## src/rtl/mles_pkg.sv

```systemverilog
// Package for the modular linear equation solver.
// Holds the status codes; no dependencies.
`default_nettype none
package mles_pkg;
   localparam logic [1:0] STATUS_OK       = 2'd0;
   localparam logic [1:0] STATUS_NO_DIV   = 2'd1;
   localparam logic [1:0] STATUS_BAD_IDX  = 2'd2;
endpackage
`default_nettype wire

```

## src/rtl/modular_linear_equation_solver.sv

```systemverilog
// Modular linear equation solver, top level: extended Euclid then solution.
// Depends on mles_pkg and mles_div (shared restoring divider).
// One transaction at a time. Each Euclid step starts the shared divider, waits
// for its quotient and remainder, then runs two multiply-subtract states; there
// are at most about 1.44*DATA_WIDTH steps. The solution phase adds six chained
// divisions and two bit-serial modular products. An item also passes through
// the check, accept, final add and output states.
// req_ready is high only while idle. The result waits in an output register
// until taken, so the next transaction may start; it stalls in its last cycle
// only while the previous result is still unclaimed.
`default_nettype none
module modular_linear_equation_solver #(
   parameter int DATA_WIDTH = 32
) (
   input  wire logic                  clock,
   input  wire logic                  reset,
   input  wire logic                  req_valid,
   output logic                       req_ready,
   input  wire logic [DATA_WIDTH-1:0] req_coef_a,
   input  wire logic [DATA_WIDTH-1:0] req_rhs_b,
   input  wire logic [DATA_WIDTH-1:0] req_modulus,
   input  wire logic [DATA_WIDTH-1:0] req_solution_index,
   output logic                       rsp_valid,
   input  wire logic                  rsp_ready,
   output logic [DATA_WIDTH-1:0]      rsp_gcd_value,
   output logic signed [DATA_WIDTH:0] rsp_bezout_x,
   output logic signed [DATA_WIDTH:0] rsp_bezout_y,
   output logic [DATA_WIDTH-1:0]      rsp_solution,
   output logic [1:0]                 rsp_status
);
   import mles_pkg::*;
   localparam int W  = DATA_WIDTH;
   localparam int SW = DATA_WIDTH + 1;
   localparam int CW = $clog2(DATA_WIDTH + 1);

   localparam logic [3:0] S_IDLE = 4'd0, S_EDIV = 4'd1, S_EWAIT = 4'd2, S_EUPD_S = 4'd3,
      S_EUPD_T = 4'd4, S_CHECK = 4'd5, S_DIVWAIT = 4'd6, S_MUL = 4'd7, S_FIN = 4'd8,
      S_OUT = 4'd9;
   // division job codes for the solution phase
   localparam logic [2:0] J_BD = 3'd0, J_BMOD = 3'd1, J_ND = 3'd2, J_NDMOD = 3'd3,
      J_KMOD = 3'd4, J_XMOD = 3'd5;

   logic [3:0] st_ff, st_in;
   logic [2:0] job_ff, job_in;
   logic [W-1:0] b_ff, b_in, n_ff, n_in, k_ff, k_in;
   logic [W-1:0] r0_ff, r0_in, r1_ff, r1_in, q_ff, q_in;
   logic [SW-1:0] s0_ff, s0_in, s1_ff, s1_in, t0_ff, t0_in, t1_ff, t1_in;
   logic [W-1:0] bd_ff, bd_in, nd_ff, nd_in, kn_ff, kn_in;
   logic [W-1:0] sol_ff, sol_in, st1_ff, st1_in;
   logic [1:0]   stat_ff, stat_in;
   logic         xneg_ff, xneg_in, mph_ff, mph_in;
   // bit-serial modular multiply
   logic [W:0]   mp_ff, mp_in, acc_ff, acc_in;
   logic [W-1:0] mq_ff, mq_in;
   logic [CW-1:0] mc_ff, mc_in;
   logic [W:0]   acc_add, p_dbl;
   logic         vld_ff, vld_in;
   // output register
   logic [W-1:0]  out_gcd_ff, out_gcd_in, out_sol_ff, out_sol_in;
   logic [SW-1:0] out_x_ff, out_x_in, out_y_ff, out_y_in;
   logic [1:0]    out_stat_ff, out_stat_in;

   logic div_start, div_done;
   logic [W-1:0] div_a, div_b, div_q, div_r;
   logic [SW-1:0] qx, prod_s;
   logic [W-1:0] s0mag;

   mles_div #(.DATA_WIDTH(W)) u_div (
      .clock(clock), .reset(reset), .start(div_start), .dividend(div_a),
      .divisor(div_b), .done(div_done), .quotient(div_q), .remainder(div_r)
   );

   assign qx    = {1'b0, q_ff};
   assign s0mag = W'(SW'(0) - s0_ff);

   always_comb begin
      st_in = st_ff; job_in = job_ff; b_in = b_ff; n_in = n_ff; k_in = k_ff;
      r0_in = r0_ff; r1_in = r1_ff; q_in = q_ff; s0_in = s0_ff; s1_in = s1_ff;
      t0_in = t0_ff; t1_in = t1_ff; bd_in = bd_ff; nd_in = nd_ff;
      kn_in = kn_ff; sol_in = sol_ff; st1_in = st1_ff; stat_in = stat_ff;
      xneg_in = xneg_ff; mph_in = mph_ff; mp_in = mp_ff; acc_in = acc_ff; mq_in = mq_ff;
      mc_in = mc_ff;
      out_gcd_in = out_gcd_ff; out_x_in = out_x_ff; out_y_in = out_y_ff;
      out_sol_in = out_sol_ff; out_stat_in = out_stat_ff;
      // drop the result once it is taken
      vld_in = vld_ff && !rsp_ready;
      div_start = 1'b0; div_a = r0_ff; div_b = r1_ff; prod_s = '0;
      acc_add = acc_ff + mp_ff;
      if (acc_add >= {1'b0, n_ff}) acc_add = acc_add - {1'b0, n_ff};
      p_dbl = {mp_ff[W-1:0], 1'b0};
      if (p_dbl >= {1'b0, n_ff}) p_dbl = p_dbl - {1'b0, n_ff};
      case (st_ff)
         S_IDLE: begin
            if (req_valid) begin
               b_in = req_rhs_b; n_in = req_modulus;
               k_in = req_solution_index;
               r0_in = req_coef_a; r1_in = req_modulus;
               s0_in = SW'(1); s1_in = '0; t0_in = '0; t1_in = SW'(1);
               sol_in = '0; st_in = S_EDIV;
            end
         end
         S_EDIV: begin
            if (r1_ff == '0) begin
               st_in = S_CHECK;
            end else begin
               div_start = 1'b1; st_in = S_EWAIT;
            end
         end
         S_EWAIT: begin
            if (div_done) begin
               q_in = div_q; r0_in = r1_ff; r1_in = div_r; st_in = S_EUPD_S;
            end
         end
         S_EUPD_S: begin
            prod_s = SW'(qx * s1_ff);
            s0_in = s1_ff; s1_in = s0_ff - prod_s; st_in = S_EUPD_T;
         end
         S_EUPD_T: begin
            prod_s = SW'(qx * t1_ff);
            t0_in = t1_ff; t1_in = t0_ff - prod_s; st_in = S_EDIV;
         end
         S_CHECK: begin
            // first job: b mod d decides divisibility
            if (n_ff == '0 || r0_ff == '0) begin
               stat_in = STATUS_NO_DIV; st_in = S_OUT;
            end else begin
               stat_in = STATUS_OK; job_in = J_BD; div_a = b_ff; div_b = r0_ff;
               div_start = 1'b1; st_in = S_DIVWAIT;
            end
         end
         S_DIVWAIT: begin
            if (div_done) begin
               div_start = 1'b1; st_in = S_DIVWAIT;
               case (job_ff)
                  J_BD: begin
                     if (div_r != '0) begin
                        stat_in = STATUS_NO_DIV; div_start = 1'b0; st_in = S_OUT;
                     end else if (k_ff >= r0_ff) begin
                        stat_in = STATUS_BAD_IDX; div_start = 1'b0; st_in = S_OUT;
                     end else begin
                        bd_in = div_q; div_a = div_q; div_b = n_ff; job_in = J_BMOD;
                     end
                  end
                  J_BMOD: begin
                     bd_in = div_r; div_a = n_ff; div_b = r0_ff; job_in = J_ND;
                  end
                  J_ND: begin
                     nd_in = div_q; div_a = div_q; div_b = n_ff; job_in = J_NDMOD;
                  end
                  J_NDMOD: begin
                     nd_in = div_r; div_a = k_ff; div_b = n_ff; job_in = J_KMOD;
                  end
                  J_KMOD: begin
                     kn_in = div_r; xneg_in = s0_ff[SW-1];
                     div_a = s0_ff[SW-1] ? s0mag : s0_ff[W-1:0];
                     div_b = n_ff; job_in = J_XMOD;
                  end
                  default: begin
                     div_start = 1'b0;
                     mp_in = {1'b0, (xneg_ff && div_r != '0) ? n_ff - div_r : div_r};
                     mq_in = bd_ff; acc_in = '0; mc_in = CW'(W); mph_in = 1'b0;
                     st_in = S_MUL;
                  end
               endcase
            end
         end
         S_MUL: begin
            // double-and-add, one multiplier bit a cycle
            if (mq_ff[0]) acc_in = acc_add;
            mp_in = p_dbl; mq_in = mq_ff >> 1; mc_in = mc_ff - 1'b1;
            if (mc_ff == CW'(1)) begin
               if (!mph_ff) begin
                  st1_in = mq_ff[0] ? acc_add[W-1:0] : acc_ff[W-1:0];
                  mp_in = {1'b0, kn_ff}; mq_in = nd_ff; acc_in = '0;
                  mc_in = CW'(W); mph_in = 1'b1;
               end else begin
                  st_in = S_FIN;
               end
            end
         end
         S_FIN: begin
            acc_add = acc_ff + {1'b0, st1_ff};
            if (acc_add >= {1'b0, n_ff}) acc_add = acc_add - {1'b0, n_ff};
            sol_in = acc_add[W-1:0]; st_in = S_OUT;
         end
         S_OUT: begin
            // hold until the output register is free
            if (!vld_ff || rsp_ready) begin
               out_gcd_in = r0_ff; out_x_in = s0_ff; out_y_in = t0_ff;
               out_sol_in = (stat_ff == STATUS_OK) ? sol_ff : '0;
               out_stat_in = stat_ff; vld_in = 1'b1; st_in = S_IDLE;
            end
         end
         default: st_in = S_IDLE;
      endcase
   end

   assign req_ready = (st_ff == S_IDLE);

   always_ff @(posedge clock) begin
      job_ff <= job_in; b_ff <= b_in; n_ff <= n_in; k_ff <= k_in;
      r0_ff <= r0_in; r1_ff <= r1_in; q_ff <= q_in; s0_ff <= s0_in; s1_ff <= s1_in;
      t0_ff <= t0_in; t1_ff <= t1_in; bd_ff <= bd_in; nd_ff <= nd_in;
      kn_ff <= kn_in; sol_ff <= sol_in; st1_ff <= st1_in; stat_ff <= stat_in;
      xneg_ff <= xneg_in; mph_ff <= mph_in; mp_ff <= mp_in; acc_ff <= acc_in;
      mq_ff <= mq_in; mc_ff <= mc_in;
      out_gcd_ff <= out_gcd_in; out_x_ff <= out_x_in; out_y_ff <= out_y_in;
      out_sol_ff <= out_sol_in; out_stat_ff <= out_stat_in;
      if (reset) begin
         st_ff <= S_IDLE; vld_ff <= 1'b0;
      end else begin
         st_ff <= st_in; vld_ff <= vld_in;
      end
   end

   assign rsp_valid     = vld_ff;
   assign rsp_gcd_value = out_gcd_ff;
   assign rsp_bezout_x  = out_x_ff;
   assign rsp_bezout_y  = out_y_ff;
   assign rsp_solution  = out_sol_ff;
   assign rsp_status    = out_stat_ff;

   a_out_not_idle: assert property (@(posedge clock) disable iff (reset)
      st_ff == S_OUT |=> vld_ff) else $error("result not presented");
   a_busy_no_ready: assert property (@(posedge clock) disable iff (reset)
      st_ff != S_IDLE |-> !req_ready) else $error("ready while busy");
   a_stat_range: assert property (@(posedge clock) disable iff (reset)
      vld_ff |-> out_stat_ff != 2'd3) else $error("bad status");
   a_sol_below_n: assert property (@(posedge clock) disable iff (reset)
      st_ff == S_OUT && stat_ff == STATUS_OK |-> sol_ff < n_ff)
      else $error("solution not reduced");
   a_rsp_hold: assert property (@(posedge clock) disable iff (reset)
      vld_ff && !rsp_ready |=> vld_ff && $stable(out_gcd_ff) && $stable(out_sol_ff))
      else $error("result changed while waiting");
endmodule
`default_nettype wire

```

## src/rtl/mles_div.sv

```systemverilog
// Restoring divider, one quotient bit per cycle.
// Shared unit of the solver; no dependencies.
`default_nettype none
module mles_div #(
   parameter int DATA_WIDTH = 32
) (
   input  wire logic                  clock,
   input  wire logic                  reset,
   input  wire logic                  start,
   input  wire logic [DATA_WIDTH-1:0] dividend,
   input  wire logic [DATA_WIDTH-1:0] divisor,
   output logic                       done,
   output logic [DATA_WIDTH-1:0]      quotient,
   output logic [DATA_WIDTH-1:0]      remainder
);
   localparam int CW = $clog2(DATA_WIDTH + 1);
   logic [DATA_WIDTH-1:0] q_ff, q_in, d_ff, d_in;
   logic [DATA_WIDTH:0]   r_ff, r_in, trial;
   logic [CW-1:0]         cnt_ff, cnt_in;
   logic                  busy_ff, busy_in, done_ff, done_in;

   always_comb begin
      q_in = q_ff; d_in = d_ff; r_in = r_ff; cnt_in = cnt_ff;
      busy_in = busy_ff; done_in = 1'b0;
      trial = {r_ff[DATA_WIDTH-1:0], q_ff[DATA_WIDTH-1]} - {1'b0, d_ff};
      if (start) begin
         q_in = dividend; d_in = divisor; r_in = '0;
         cnt_in = CW'(DATA_WIDTH); busy_in = 1'b1;
      end else if (busy_ff) begin
         // shift in next dividend bit, keep the trial difference if nonnegative
         if (!trial[DATA_WIDTH]) begin
            r_in = trial;
            q_in = {q_ff[DATA_WIDTH-2:0], 1'b1};
         end else begin
            r_in = {r_ff[DATA_WIDTH-1:0], q_ff[DATA_WIDTH-1]};
            q_in = {q_ff[DATA_WIDTH-2:0], 1'b0};
         end
         cnt_in = cnt_ff - 1'b1;
         if (cnt_ff == CW'(1)) begin
            busy_in = 1'b0; done_in = 1'b1;
         end
      end
   end

   always_ff @(posedge clock) begin
      q_ff <= q_in; d_ff <= d_in; r_ff <= r_in; cnt_ff <= cnt_in;
      if (reset) begin
         busy_ff <= 1'b0; done_ff <= 1'b0;
      end else begin
         busy_ff <= busy_in; done_ff <= done_in;
      end
   end

   assign done      = done_ff;
   assign quotient  = q_ff;
   assign remainder = r_ff[DATA_WIDTH-1:0];

   a_done_after_busy: assert property (@(posedge clock) disable iff (reset)
      done_ff |-> !busy_ff) else $error("divider done while busy");
   a_no_start_busy: assert property (@(posedge clock) disable iff (reset)
      start |=> busy_ff) else $error("divider did not start");
   a_rem_below: assert property (@(posedge clock) disable iff (reset)
      done_ff && d_ff != '0 |-> r_ff[DATA_WIDTH-1:0] < d_ff)
      else $error("remainder not below divisor");
endmodule
`default_nettype wire
```

## config.mk

```make
export PLATFORM = sky130hd
export DESIGN_NAME = modular_linear_equation_solver
export DESIGN_NICKNAME = d
export VERILOG_FILES = /design/src/rtl/mles_pkg.sv /design/src/rtl/modular_linear_equation_solver.sv /design/src/rtl/mles_div.sv
export SDC_FILE = /design/constraint.sdc
export NUM_CORES = 2
export LEC_CHECK = 0
export BUFFER_PORTS_ARGS = -buffer_cell sky130_fd_sc_hd__buf_4
export CELL_PAD_IN_SITES_DETAIL_PLACEMENT = 1
export CELL_PAD_IN_SITES_GLOBAL_PLACEMENT = 2
export CORE_MARGIN = 5
export CORE_UTILIZATION = 37
export CTS_BUF_LIST = sky130_fd_sc_hd__clkbuf_16
export DETAILED_ROUTE_END_ITERATION = 7
export PLACE_DENSITY_LB_ADDON = 0.08
export SYNTH_ARGS = -nofsm -noshare
export SYNTH_HDL_FRONTEND = slang
export SYNTH_SLANG_ARGS = --single-unit
```

## constraint.sdc

```tcl
create_clock -name clock -period 22.1 [get_ports clock]
set_input_delay 4.42 -clock clock [delete_from_list [all_inputs] [get_ports clock]]
set_output_delay 4.42 -clock clock [all_outputs]
set_load 0.03 [all_outputs]
```

# Yosys cells after proc, flatten, opt, wreduce, memory -nomap -nowiden
# Cells that the tools add are included.
[op_classes]
addsub = 12
n_mul = 2
order_cmp = 4
eq_ne = 32
muxes = 102
bitwise_logic = 2
n_reduce_logical = 43
[ops]
columns = ["cell", "count"]
rows = [
  ["$mux W32", 26],
  ["$pmux W32 S2", 8],
  ["$mux W33", 13],
  ["$pmux W33 S2", 6],
  ["$pmux W32 S5", 1],
  ["$ge A33 B32 Y1", 3],
  ["$sub A33 B32 Y33", 3],
  ["$logic_not A32 Y1", 3],
  ["$pmux W32 S3", 1],
  ["$mul A32 B33 Y33", 2],
  ["$sub A33 B33 Y33", 2],
  ["$sub A32 B32 Y32", 2],
  ["$pmux W4 S10", 1],
  ["$mux W4", 9],
  ["$add A33 B32 Y33", 1],
  ["$add A33 B33 Y33", 1],
  ["$ge A32 B32 Y1", 1],
  ["$reduce_bool A32 Y1", 1],
  ["$sub A1 B32 Y32 const A", 1],
  ["$mux W6", 4],
  ["$ne A2 B2 Y1 const B", 9],
  ["$reduce_and A3 Y1", 6],
  ["$reduce_bool A2 Y1", 9],
  ["$eq A4 B3 Y1 const B", 4],
  ["other kinds (37)", 80],
]
[word_totals]
reg_bits = 836
in_bits = 132
word_cells = 233

# Logic depth before layout (Yosys ltp)
[depth]
ltp_word = 8
mapped_depth = 30
ltp_nobuf = 28

# By module
# A second synthesis with hierarchy kept.
[unflattened]
hier_cells = 8607
area_unflattened_um2 = 84197.0
[modules_own_cells]
columns = ["mod", "instances", "cells_per_inst", "area_per_inst_um2"]
rows = [
  ["modular_linear_equation_solver", 1, 8024, 78127.4],
  ["mles_div", 1, 583, 6069.6],
]

# Worst setup path after synthesis
# OpenSTA, ideal clock, no wires.
[synth_timing]
kind = "input -> register"
start = "in rsp_ready"
end = "reg out_x_ff[0] (netlist: rsp_bezout_x[0]) (enable)"
arrival_time_ps = 9969
required_time_ps = 21475
setup_slack_ps = 11506
path_stages = 2
n_path_buf = 0
cell_sequence = "nor2b_1 -> nor2_1"
[synth_via]
elab_chain_cells = 2
[synth_lines]
columns = ["element", "line_no", "text"]
rows = [
  ["start: declaration", "modular_linear_equation_solver.sv:24", "input wire logic rsp_ready,"],
  ["$logic_or A1 B1 Y1", "modular_linear_equation_solver.sv:188", "if (!vld_ff || rsp_ready) begin"],
  ["$reduce_and A2 Y1 (no line)", "--", ""],
  ["end signal: assignment", "modular_linear_equation_solver.sv:207", "out_gcd_ff <= out_gcd_in; out_x_ff <= out_x_in; out_y_ff <= out_y_in;"],
  ["end: declaration", "modular_linear_equation_solver.sv:60", "logic [SW-1:0] out_x_ff, out_x_in, out_y_ff, out_y_in;"],
]
# No other way between the ends.
# A chain may end at the register's enable or synchronous reset.

# Worst setup path after layout
[layout_timing]
start = "reg q_ff[1]"
end = "reg t1_ff[31] (data pin)"
[layout_via]
elab_chain_cells = 3
[layout_lines]
columns = ["element", "line_no", "text"]
rows = [
  ["start: declaration", "modular_linear_equation_solver.sv:46", "logic [W-1:0] r0_ff, r0_in, r1_ff, r1_in, q_ff, q_in;"],
  ["start signal: assignment", "modular_linear_equation_solver.sv:202", "r0_ff <= r0_in; r1_ff <= r1_in; q_ff <= q_in; s0_ff <= s0_in; s1_ff <= s1_in;"],
  ["$mul A32 B33 Y33", "modular_linear_equation_solver.sv:119", "prod_s = SW'(qx * t1_ff);"],
  ["$sub A33 B33 Y33", "modular_linear_equation_solver.sv:120", "t0_in = t1_ff; t1_in = t0_ff - prod_s; st_in = S_EDIV;"],
  ["$pmux W33 S2", "modular_linear_equation_solver.sv:92", "case (st_ff)"],
  ["end signal: assignment", "modular_linear_equation_solver.sv:203", "t0_ff <= t0_in; t1_ff <= t1_in; bd_ff <= bd_in; nd_ff <= nd_in;"],
  ["end: declaration", "modular_linear_equation_solver.sv:47", "logic [SW-1:0] s0_ff, s0_in, s1_ff, s1_in, t0_ff, t0_in, t1_ff, t1_in;"],
]
# No other way between the ends.

==> results.yml <==
status:
  status: "finished, violations left"
  violations: "design-rule violations"
die:
  die_w_um: 483
  die_h_um: 483
  rows: 173
  core_um2: 223000
  die-area_um2: 233000
  ioPinCount: 266
  start_util: 0.372
global_routing:
  antenna_found_initial: 15
  overflow: 0
  grt_max_degree: 86
  grt_pass1_vias: 67100
  grt_pass1_wl_um: 447000
  grt_usage: 0.254
timing:
  max_slew_margin: 0.151
  layout_min_cycle_time_ns: 8.36
  slew_violations: 0
  fin_crit_sh: 0.378
  finClkSkew_ns: 0.101
  fin_setup_tns_ns: 0
  whs_ns: 0.469
  finalHoldViolCount: 0
  setup_viol: 0
  setup_slack_ns: 13.74
  rsz0062_at_grt: "false"
  tightest_slew_ns: 1.27
  timing.fmax_mhz: 120
cts:
  htreeDepth: 3
  cts.sinks: 836
  cts-resized-gates: 0
  root_buffer: "clkbuf_16"
  hold_buffers: 0
  tritoncts: "built"
  numCtsBuffers: 99
  clk_pin_slew_ns: 0.06
  clk_latency_ns: 0.80
  clockBufferDepth: 3
  cts_setup_buffers: 0
place:
  numPortBuffers: 265
  place.gp.congestion: 0.872
  place_ws_ns: 13.67
  dp_hpwl_um: 230000
finish:
  drive_gt1_frac: 0.0891
  layout.area.seq_um2: 24700
  fill_cells: 25000
  fin_nets: 10200
  syn_to_final_growth_pct: 10.9
  multi_input_area_um2: 51700
  final_util: 0.413
worst_setup_path:
  crit_arrival_ns: 8.81
  crit_path_end_kind: "flip-flop"
  worstPathMaxFanout: 35
  path_class: "reg -> reg"
  startpoint_type: "flip-flop"
  worstPathRequired_ns: 22.55
yosys:
  yosysWarningCount: 0
  synthesis.area_um2: 82900
  ys_ff_latch: 836
  synth_ff_type: "edfxtp_1"
  synth_edf_count: 791
  syn_inst: 8402
  synthArstFlopShare: 0
  seq_area_frac_synth: 0.298
  synth_cell_type_count: 90
  synth.avg_cell_area_um2: 9.86
  syn_nets: 10000
route:
  drtIter0Drc: 4687
  routedWlPerCell_um: 25.8
  routed_wl_um: 300000
  postRouteAntennaNets: 0
  vias_per_cell: 5.37
  first_pass_iters: 8
  num_vias: 62400
  drc_errors: 3
run:
  drv_cap: 0
min_path:
  min_path_type: "reg -> reg"
kinds of logic (layout without fill, tap and decap cells):
kind of cell,count (synthesis),after routing,share of synthesized area
AOI/OAI and AO/OA,1280,1280,0.101
xor gates and xnor gates,397,397,0.0420
adders and majority gates,1511,1511,0.315
buffers and inverters,1771,2012,0.0808
DFF,836,836,0.298
muxes,178,178,0.0230
other,0,9,0
and+or+nand+nor,2429,2429,0.141
layout by cell type (no fill, tap or decap), types with 77 or more instances in the layout:
cell	n
xnor2_1	277
o21ai_0	257
a21oi_1	334
a31oi_1	81
nand2_1	976
nand3_1	77
xor2_1	119
mux2_2	100
mux2i_1	78
a211oi_1	77
and2_1	574
fa_1	955
a21o_1	95
inv_1	1393
edfxtp_1	791
clkbuf_16	99
buf_4	442
ha_1	556
nor2_1	383
through the flow:
| stage | cell area (µm²) | std cells |
|---|---|---|
| final | 91800 | 11600 |
| after global routing | 91800 | 11600 |
| after CTS | 91800 | 11600 |
| after detailed placement | 88500 | 11400 |
| after global placement | 88500 | 11400 |
| after floorplan | 82900 | 8402 |
Yosys cell counts (all sizes together), types with 46 or more instances:
cell / number / area share
inv: 1383 / 0.063
xor2: 119 / 0.013
nand3: 79 / 0.0048
fa: 955 / 0.23
nand2: 982 / 0.045
nand2b: 64 / 0.0048
edfxtp: 791 / 0.29
a31oi: 82 / 0.0063
ha: 556 / 0.084
nor4: 52 / 0.0039
nor3: 78 / 0.0047
a21oi: 338 / 0.021
xnor2: 278 / 0.029
a222oi: 58 / 0.0070
and2: 574 / 0.043
mux2: 100 / 0.014
o21ai: 264 / 0.016
mux2i: 78 / 0.0094
o21a: 63 / 0.0057
a21o: 96 / 0.0087
nor2: 391 / 0.018
clkbuf: 358 / 0.016
a211oi: 79 / 0.0074
nor2b: 46 / 0.0035
state kept, by name, summed over array words and instances, names as in the netlist, 33 cells and up:
name,count
s1_ff,33
s0_ff,33
t0_ff,33
rsp_bezout_x,33
rsp_bezout_y,33
mp_ff,33
acc_ff,33
t1_ff,33
path summary, 6_finish.rpt:
path	startpoint	end	slack, ns	cells after the start
min	t0_ff[5]	rsp_bezout_y[5]	0.47	0
min reg2reg	t0_ff[5]	rsp_bezout_y[5]	0.47	0
max	q_ff[1]	t1_ff[31]	13.74	25
max reg2reg	q_ff[1]	t1_ff[31]	13.74	25
worst max-delay path: stages (launching register included):
cell	delay [ns]
edfxtp_1	0.32
buf_4	0.36
buf_4	0.58
nand2_1	0.17
fa_1	0.50
fa_1	0.54
inv_1	0.05
fa_1	0.47
fa_1	0.55
inv_1	0.05
fa_1	0.49
fa_1	0.45
fa_1	0.51
inv_1	0.05
fa_1	0.50
inv_1	0.05
ha_1	0.32
a2111oi_0	0.59
o2111a_1	0.31
o311ai_0	0.26
a21oi_1	0.22
o21ba_2	0.17
o21ai_0	0.09
a21oi_1	0.18
xor2_1	0.15
nor2_1	0.05
layer usage:
metal / part of all wire / vias to the layer above / GRT usage / wire (µm)
met3: 0.056 / 329 / 0.0355 / 16900
met5: 0 / - / 0 / 0
met4: 0.025 / 0 / 0.0560 / 7540
met2: 0.45 / 1732 / 0.401 / 135000
li1: - / 28000 / - / -
met1: 0.47 / 32300 / 0.370 / 141000
cell type report:
class | instances | area share
Multi-Input combinational cell | 5795 | 0.562
Sequential cell | 836 | 0.268
Inverter | 1383 | 0.0565
Tap cell | 2975 | 0.0405
Timing Repair Buffer | 442 | 0.0361
Clock buffer | 99 | 0.0270
Clock inverter | 88 | 0.00870
Antenna cell | 9 | 0.000245
Power is left out: the tool's default activity adds up to more than one toggle a clock period on the data nets, which glitch-free logic cannot reach.
